--- src/rtl/core/lxg_mod_unit.sv ---
`default_nettype none

// Restoring remainder, one dividend bit per cycle.
module lxg_mod_unit #(
   parameter int unsigned DVD_W = 7,
   parameter int unsigned RW    = 7
) (
   input  logic             clock,
   input  logic             reset,
   input  logic             start,
   input  logic [DVD_W-1:0] dividend,
   input  logic [RW-1:0]    divisor,
   output logic             done,
   output logic [RW-1:0]    remainder
);

   localparam int unsigned CW = $clog2(DVD_W + 1);

   logic             busy_ff, busy_in;
   logic             done_ff, done_in;
   logic [CW-1:0]    cnt_ff, cnt_in;
   logic [DVD_W-1:0] dvd_ff, dvd_in;
   logic [RW-1:0]    dsr_ff, dsr_in;
   logic [RW-1:0]    rem_ff, rem_in;
   logic [RW:0]      trial;

   // Shift in the next dividend bit, subtract when it fits
   always_comb begin
      busy_in = busy_ff;
      done_in = 1'b0;
      cnt_in  = cnt_ff;
      dvd_in  = dvd_ff;
      dsr_in  = dsr_ff;
      rem_in  = rem_ff;
      trial   = {rem_ff, dvd_ff[DVD_W-1]};
      if (start) begin
         busy_in = 1'b1;
         cnt_in  = CW'(DVD_W);
         dvd_in  = dividend;
         dsr_in  = divisor;
         rem_in  = '0;
      end else if (busy_ff) begin
         dvd_in = dvd_ff << 1;
         cnt_in = cnt_ff - CW'(1);
         if (trial >= {1'b0, dsr_ff}) begin
            rem_in = RW'(trial - {1'b0, dsr_ff});
         end else begin
            rem_in = trial[RW-1:0];
         end
         if (cnt_ff == CW'(1)) begin
            busy_in = 1'b0;
            done_in = 1'b1;
         end
      end
   end

   always_ff @(posedge clock) begin
      if (reset) begin
         busy_ff <= 1'b0;
         done_ff <= 1'b0;
      end else begin
         busy_ff <= busy_in;
         done_ff <= done_in;
      end
   end

   always_ff @(posedge clock) begin
      cnt_ff <= cnt_in;
      dvd_ff <= dvd_in;
      dsr_ff <= dsr_in;
      rem_ff <= rem_in;
   end

   assign done      = done_ff;
   assign remainder = rem_ff;

endmodule

`default_nettype wire

--- config.mk ---
export PLATFORM = sky130hd
export DESIGN_NAME = lxg_mod_unit
export DESIGN_NICKNAME = d
export VERILOG_FILES = /design/src/rtl/core/lxg_mod_unit.sv
export SDC_FILE = /design/constraint.sdc
export NUM_CORES = 1
export LEC_CHECK = 0
export BUFFER_PORTS_ARGS = -buffer_cell sky130_fd_sc_hd__buf_2
export CAP_MARGIN = 15
export CORE_UTILIZATION = 30
export DETAILED_ROUTE_END_ITERATION = 6
export GPL_ROUTABILITY_DRIVEN = 0
export PLACE_DENSITY = 0.45
export SLEW_MARGIN = 0
export SYNTH_ARGS = -nofsm -noshare
export SYNTH_HDL_FRONTEND = slang
export SYNTH_SLANG_ARGS = --single-unit
--- constraint.sdc ---
create_clock -name clock -period 2.1 [get_ports clock]
set_input_delay 0.525 -clock clock [delete_from_list [all_inputs] [get_ports clock]]
set_output_delay 0.525 -clock clock [all_outputs]
set_load 0.02 [all_outputs]
==> metrics, run 1 <==
run status=finished, final reports clean; worst reg2reg setup slack=0.19 ns; Post-Syn Nets=around 170; Hold Worst Slack=between 0.4 and 0.5 ns; CTS tree=done; vias after detailed routing=roughly 1100; GRT overflow=0; CP arrival=~2.1 ns; pin count of the biggest net entering global routing=35; Skew-Pair Late Insertion Delay=around 0.27 ns; Final Core Density=between 30% and 40%; Syn Std Cell Area=0.00149 mm^2; DIE AREA=about 0.0053 mm^2; synth warn=0; TritonRoute pass-1 iters=4; cell mode on critical path=inv_1; Detail Route Antenna Nets=0; Worst Hold Depth=2; # IOs=25; metal2 WL=around 1300 um; Netlist cell types=50; Slowest cell on crit path=or4_1; sequential share of the synthesized area=44.3%; first-pass GRT wire length=around 4700 um; filler instances=between 400 and 500; hold path endpoint=busy_ff$_SDFF_PP0_; CP max FO=4; share of cells above drive strength 1=26.5%; fin cells=roughly 230; HPWL after DPL=around 2100 um; core box area=between 0.004 and 0.005 mm^2; Area Overhead vs Synth=16.0%; Final TNS setup=0 ns; Initial DRC Count=38; dpl ws=0.0724 ns; wire length on met3=about 94 um; H-tree depth=1; reg2reg end=remainder[2]$_SDFFE_PP0P_; Power Density=between 600 and 700 mW/mm^2; Top FF cell, synth=edfxtp_1; final number of setup-violating endpoints=0; Pleak=about 0.71 nW; TritonCTS Buffers=3; asr flop ratio synth=0%; slew margin rel.=slightly below 60%; initial antenna violation count=0; Inst Count DP=roughly 230; Hold Startpoint=reset; WL per Instance=11.9 um; EDFF count, synth=14; routed length on met1=1320 um; Commonest cells post-synth=14 x edfxtp_1, 12 x dfxtp_1, 12 x inv_1, 9 x ha_1; Max Slew Vio Count=0; #FFs+latches synth=26; worst min path class=input pin to flip-flop; R2R depth=8; top-area cell type share of the netlist area=between 20% and 30%; starting density of the core=31.3%; Vias/cell=roughly 4.7; cell with the most instances after synthesis=edfxtp_1; number of remaining DRC errors=0; CP startpoint kind=flip-flop; crit end category=flip-flop; setup slack after layout=~0.19 ns; VDD IR-drop max=around 0.27 mV; Req. time, crit path=between 2 and 2.5 ns; synth top area cells=edfxtp_1 28%, dfxtp_1 16%, ha_1 7.6%; total wire length=around 2800 um; highest metal used=met4; Cells after Synth=144; Setup Buffers After CTS=0; total track usage=between 10% and 20%; Fin. Hold Viols=0; Buffers on Ports=24; syn avg cell area=between 10 and 15 um^2; Setup CP Type=flip-flop to flip-flop; CTS Root Cell=clkbuf_8; Max Fclk=approximately 520 MHz; Worst R2R Start=dvd_ff[6]$_DFFE_PP_; vias in the first global route=1033; CTS clk-pin slew, worst paths=0.09 ns; width of the die=72.5 um; Hold-fix buffers, CTS=0; slowest stage delay, CP=0.48 ns; Resize count post-CTS=0; antenna cells=0; Die H=between 70 and 80 um; clock sinks=26; Final Net Count=roughly 190; RSZ-0062 raised after global routing=false; Slew @ Worst Pin=0.617 ns; clk buf depth=2; max-cap viol count=0; period utilization=between 90 and 100%; fin crit period=roughly 1.9 ns; Setup Skew=0.00622 ns; row count=25; CP Cell Sequence=inv_1 > ha_1 > inv_1 > fa_2 > nand3_2 > a31oi_2 > or4_1 > o311ai_1; leading area contributor after synthesis=edfxtp_1
-- state kept, by name, summed over array words and instances, names as in the netlist --
name and flops:
busy_ff 1, cnt_ff 3, dsr_ff 7, dvd_ff 7, remainder 7, done 1
-- logic make-up after synthesis --
kind of cell | synth area share (%)
and+or+nand+nor | 19.6
AOI/OAI and AO/OA | 14.4
DFF | 44.3
buffers and inverters | 5.88
adders and majority gates | 8.90
muxes | 4.53
xor gates and xnor gates | 2.35
-- cell type report --
type                            count  area [um^2]  area share [%]
Sequential cell                    26          661            38.2
Inverter                           12         45.0            2.61
Tap cell                           67         83.8            4.85
Timing Repair Buffer               25          128            7.39
Clock buffer                        4         55.1            3.19
Multi-Input combinational cell     99          756            43.7
-- power breakdown --
part / switching, mW / internal, mW / leakage (nW)
Clock: 0.160 / 0.168 / 0.0288
Sequential: 0.0221 / 0.576 / 0.238
Combinational: 0.125 / 0.105 / 0.448
-- critical path, delay by kind of cell (launching register included) --
| kind | cells | cell delay [ns] |
|---|---|---|
| adders and majority gates | 2 | 0.52 |
| DFF | 1 | 0.40 |
| AOI/OAI and AO/OA | 2 | 0.21 |
| buffers and inverters | 2 | 0.12 |
| and+or+nand+nor | 2 | 0.58 |
-- per-stage QoR --
| step | cell area (um^2) | power, mW |
|---|---|---|
| after global placement | 1660 | 0.839 |
| after CTS | 1710 | 1.17 |
| after global routing | 1730 | 1.22 |
| after floorplan | 1490 | 0.779 |
| final | 1730 | 1.16 |
| after detailed placement | 1660 | 0.842 |
-- cells in the final DEF (no fill, tap or decap), types with 3 or more instances in the layout --
cell,synthesis,layout
nor2_1,8,8
xnor2_1,4,4
a31oi_1,5,4
dfxtp_1,12,12
nor3b_1,6,6
inv_1,12,12
mux2_1,4,4
nand2b_1,4,4
nand2_1,8,8
buf_2,1,24
nand3_1,4,3
or3b_2,3,3
clkbuf_8,0,4
ha_1,9,9
edfxtp_1,14,14
o21ai_0,3,3
-- per-layer routing --
metal,GRT usage (%),up-vias
met5,0,-
met4,3.92,0
met3,2.22,2
met2,18.5,19
met1,15.2,506
li1,-,571
-- how the worst max path moves through the flow --
stage	start	endpoint	slack (ns)	cells after the start
after floorplan	dvd_ff[6]$_DFFE_PP_	remainder[2]$_SDFFE_PP0P_	0.22	8
after global placement	dvd_ff[6]$_DFFE_PP_	remainder[2]$_SDFFE_PP0P_	0.14	8
after detailed placement	dvd_ff[6]$_DFFE_PP_	remainder[2]$_SDFFE_PP0P_	0.07	8
after CTS	dvd_ff[6]$_DFFE_PP_	remainder[2]$_SDFFE_PP0P_	0.05	8
after global routing	dvd_ff[6]$_DFFE_PP_	remainder[2]$_SDFFE_PP0P_	0.04	8
final	dvd_ff[6]$_DFFE_PP_	remainder[2]$_SDFFE_PP0P_	0.19	8
Power figures use the tool's default switching activity.
==> run 2: changes to the inputs <==
Settings changed: SETUP_SLACK_MARGIN from default to 0.3.
==> run 2 against run 1 <==
Net effect: combinational power rose by 9.5%; sequential share of layout area decreased by 0.94 points; wire length up 3.0%; global-route usage down 0.11 points; hold slack better by 0.00062 ns; largest cell class unchanged; sequential power up 0.7%; maximum frequency rose by 4.7%; sequential cell count is the same; first-iteration DRC count up 76%.
==> metrics, run 2 (synthesis gave the netlist of run 1 again) <==
run status=finished, final reports clean; RSZ-0062 raised after global routing=true; leading cell types in the layout, fill and taps excluded=24 x buf_2, 14 x edfxtp_1, 12 x dfxtp_1; Slew @ Worst Pin=0.680 ns (+0.0629 ns); period utilization=86.9% (-4.1 points); Detail Route Antenna Nets=0 (unchanged); total wire length=2850 um (+3.0%); slowest stage delay, CP=0.42 ns (-0.06 ns); CTS clk-pin slew, worst paths=0.10 ns (about the same); Req. time, crit path=2.29 ns (about the same); starting density of the core=31.3% (unchanged); vias after detailed routing=1109 (+1.0%); DIE AREA=0.00525 mm^2 (unchanged); worst min path class=input pin to flip-flop; Final Core Density=37.3% (+0.92 points); antenna cells=0 (unchanged); Pleak=0.714 nW (about the same); max-cap viol count=0 (unchanged); WL per Instance=12.1 um (+2.1%); CP startpoint kind=flip-flop; clock sinks=26 (unchanged); Die H=72.5 um (unchanged); Power Density=653 mW/mm^2 (-2.5%); Slowest cell on crit path=or4_1; fin crit period=1.82 ns (-0.0860 ns); Final TNS setup=0 ns (unchanged); TritonCTS Buffers=3 (unchanged); CP max FO=4 (unchanged); crit end category=flip-flop; total track usage=11.3% (-0.11 points); commonest non-fill, non-tap cell in the layout=buf_2; Area Overhead vs Synth=18.9%; final number of setup-violating endpoints=0 (unchanged); CP Cell Sequence=inv_1 > ha_2 > inv_2 > fa_2 > nand3_4 > a31oi_4 > or4_1 > o311ai_1; Buffers on Ports=24 (unchanged); vias in the first global route=972 (-5.9%); first-pass GRT wire length=4550 um (-3.6%); number of remaining DRC errors=0 (unchanged); row count=25 (unchanged); initial antenna violation count=0 (unchanged); GRT overflow=0 (unchanged); clk buf depth=2 (unchanged); pin count of the biggest net entering global routing=35 (unchanged); Vias/cell=4.72 (+0.14%); Final Net Count=196 (+1.0%); Max Slew Vio Count=0 (unchanged); HPWL after DPL=2130 um (+1.7%); Setup CP Type=flip-flop to flip-flop; H-tree depth=1 (unchanged); # IOs=25 (unchanged); CTS tree=done; VDD IR-drop max=0.276 mV (+0.60%); core box area=0.00475 mm^2 (unchanged); CTS Root Cell=clkbuf_8; slew margin rel.=54.6% (-4.3 points); share of cells above drive strength 1=29.8% (+3.3 points); Fin. Hold Viols=0 (unchanged); TritonRoute pass-1 iters=4 (unchanged); CP arrival=2.01 ns (-0.09 ns); Hold-fix buffers, CTS=0 (unchanged); Initial DRC Count=67 (+76%); Setup Skew=0.00967 ns (+0.00345 ns); Skew-Pair Late Insertion Delay=0.28 ns (about the same); width of the die=72.5 um (unchanged); Max Fclk=548 MHz (+4.7%)
-- run 2: layer usage --
layer | share of wire (%) | global-route usage, % | vias up
met2 | 46 | 18.0 | 19
met5 | 0 | 0 | -
met1 | 49 | 14.8 | 516
li1 | - | - | 570
met3 | 3.0 | 2.50 | 4
met4 | 1.5 | 4.58 | 0
-- run 2: repair_timing --
item	CTS	global route
pin swaps	6	1
endpoints found under the setup margin	3	7
setup buffers	3	0
resized for setup	7	2
-- run 2: path summary, 6_finish.rpt --
check | start | to | slack [ns] | depth (start not counted)
setup / recovery | dvd_ff[6]$_DFFE_PP_ | remainder[2]$_SDFFE_PP0P_ | 0.28 | 8
hold / removal | divisor[0] | dsr_ff[0]$_DFFE_PP_ | 0.41 | 1
setup reg to reg | dvd_ff[6]$_DFFE_PP_ | remainder[2]$_SDFFE_PP0P_ | 0.28 | 8
hold reg to reg | cnt_ff[1]$_SDFFE_PP1P_ | cnt_ff[1]$_SDFFE_PP1P_ | 0.50 | 2
-- run 2: metrics by stage --
step	hold WS [ns]	area (um^2)	worst slack (ns)	total power [mW]	instances
3_3_place_gp	0.463	1660	0.239	0.841	228
2_1_floorplan	0.449	1500	0.305	0.782	144
5_1_grt	0.399	1770	0.155	1.22	235
4_1_cts	0.407	1770	0.262	1.17	235
3_5_place_dp	0.474	1660	0.193	0.843	228
6_report	0.414	1770	0.275	1.16	235
-- run 2: worst max-delay path: cells and delay by family, from the launching register on --
kind	cells	cell delay, ns
compound gates	2	0.18
flops	1	0.39
fa+ha+maj	2	0.53
buf+inv	2	0.11
simple gates	2	0.52
-- run 2: layout make-up --
class	count	area (um^2)
well taps	67	83.8
multi-input cells	99	795
clock buffers	4	45.0
inverters	12	45.0
fillers	497	2980
repair buffers	27	143
flip-flops and latches	26	661
-- run 2: report_power, final --
group          internal (mW)  switching [mW]
clock                  0.136           0.165
sequential             0.576          0.0254
combinational          0.120           0.133
==> run 3: changes to the inputs <==
Settings changed: REMOVE_ABC_BUFFERS from default to 1, SLEW_MARGIN 0 to default.
==> run 3 against run 2 <==
Net effect: combinational power is 15% higher; sequential cell count stayed put; wire length is 15% higher; final cell count is 1.3% higher; total power is 1.8% higher; hold slack better by 0.0019 ns.
==> metrics, run 3 (synthesis gave the netlist of run 1 again) <==
run status=finished, final reports clean; total wire length=3270 um (+15%); vias after detailed routing=1164 (+5.0%); starting density of the core=31.3% (unchanged); Req. time, crit path=2.28 ns (about the same); Area Overhead vs Synth=23.7%; antenna cells=0 (unchanged); total track usage=13.3% (+2.1 points); VDD IR-drop max=0.284 mV (+3.0%); clock sinks=26 (unchanged); WL per Instance=13.7 um (+13%); setup slack after layout=0.221 ns (-0.0547 ns); initial antenna violation count=0 (unchanged); CTS tree=done; vias in the first global route=1160 (+19%); core box area=0.00475 mm^2 (unchanged); Slew @ Worst Pin=0.632 ns (-0.0486 ns); slowest stage delay, CP=0.45 ns (+0.03 ns); # IOs=25 (unchanged); clk buf depth=2 (unchanged); CP startpoint kind=flip-flop; Hold-fix buffers, CTS=0 (unchanged); Power Density=639 mW/mm^2 (-2.1%); Setup CP Type=flip-flop to flip-flop; Vias/cell=4.89 (+3.6%); worst min path class=input pin to flip-flop; period utilization=89.5% (+2.6 points); dpl ws=0.0433 ns (-0.150 ns); final number of setup-violating endpoints=0 (unchanged); Setup Skew=0.00250 ns (-0.00717 ns); pin count of the biggest net entering global routing=35 (unchanged); TritonRoute pass-1 iters=4 (unchanged); RSZ-0062 raised after global routing=true; Final TNS setup=0 ns (unchanged); Slowest cell on crit path=or4_4; crit end category=flip-flop; DIE AREA=0.00525 mm^2 (unchanged); number of remaining DRC errors=0 (unchanged); row count=25 (unchanged); Pwr Total=1.18 mW (+1.8%); TritonCTS Buffers=3 (unchanged); CP Cell Sequence=inv_1 > ha_2 > inv_2 > fa_2 > nand3_4 > a31oi_4 > or4_4 > o311ai_4; CTS Root Cell=clkbuf_8; Buffers on Ports=24 (unchanged); Die H=72.5 um (unchanged); CP max FO=4 (unchanged); width of the die=72.5 um (unchanged); max-cap viol count=0 (unchanged); CTS clk-pin slew, worst paths=0.09 ns (about the same); GRT overflow=0 (unchanged); H-tree depth=1 (unchanged); HPWL after DPL=2230 um (+4.8%); Initial DRC Count=27 (-60%); fin crit period=1.88 ns (+0.0547 ns); first-pass GRT wire length=5390 um (+18%); share of cells above drive strength 1=33.9% (+4.2 points); Max Slew Vio Count=0 (unchanged); Final Net Count=199 (+1.5%); Detail Route Antenna Nets=0 (unchanged); Fin. Hold Viols=0 (unchanged); commonest non-fill, non-tap cell in the layout=buf_2; Max Fclk=532 MHz (-2.9%); Skew-Pair Late Insertion Delay=0.27 ns (about the same); leading cell types in the layout, fill and taps excluded=24 x buf_2, 14 x edfxtp_1, 12 x dfxtp_1; slew margin rel.=57.9% (+3.3 points); CP arrival=2.06 ns (+0.05 ns); Pleak=0.756 nW (+5.8%)
run 3: cell count changes in the layout (fill, tap and decap cells not counted), sizes merged:
| cell | change |
|---|---|
| buf | +3 |
| clkbuf | -1 |
| clkinv | +1 |
run 3: critical path: cells and delay by family (launching register included):
family | cells | cell delay, ns
AOI/OAI and AO/OA | 2 | 0.19
adders and majority gates | 2 | 0.54
buffers and inverters | 2 | 0.12
DFF | 1 | 0.39
and+or+nand+nor | 2 | 0.54
run 3: metrics by stage:
stage          area, um^2  utilization (%)  hold slack, ns  std cells
4_1_cts              1790             37.7           0.408        236
3_5_place_dp         1660             34.9           0.473        229
5_1_grt              1840             38.8           0.408        238
6_report             1840             38.8           0.416        238
3_3_place_gp         1660             34.9           0.466        229
2_1_floorplan        1450                -           0.448        137
run 3: repair_timing:
| action | CTS | global route |
|---|---|---|
| pin swaps | 7 | 4 |
| endpoints found under the setup margin | 7 | 7 |
| buffers inserted | 3 | 2 |
| gates resized for setup | 12 | 7 |
run 3: final timing paths:
check | slack [ns] | end | cells past startpoint | from
worst max-delay path | 0.22 | remainder[2]$_SDFFE_PP0P_ | 8 | dvd_ff[6]$_DFFE_PP_
worst min-delay path | 0.42 | busy_ff$_SDFF_PP0_ | 2 | reset
worst max register to register | 0.22 | remainder[2]$_SDFFE_PP0P_ | 8 | dvd_ff[6]$_DFFE_PP_
worst min register to register | 0.49 | cnt_ff[1]$_SDFFE_PP1P_ | 2 | cnt_ff[1]$_SDFFE_PP1P_
run 3: power by group:
part | internal [mW] | leakage [nW] | switching (mW)
logic | 0.134 | 0.495 | 0.157
registers | 0.576 | 0.238 | 0.0241
clock network | 0.131 | 0.0231 | 0.154
total | 0.841 | 0.756 | 0.336
run 3: layer usage:
metal	share of wire, %	global-route usage, %
met1	48	17.1
met2	47	21.8
met3	2.1	1.81
met4	2.6	7.19
met5	0	0
run 3: area by class of cell:
class	count	area (um^2)
Clock buffer	3	41.3
Clock inverter	1	3.75
Fill cell	494	2910
Inverter	12	45.0
Multi-Input combinational cell	99	843
Sequential cell	26	661
Tap cell	67	83.8
Timing Repair Buffer	30	165
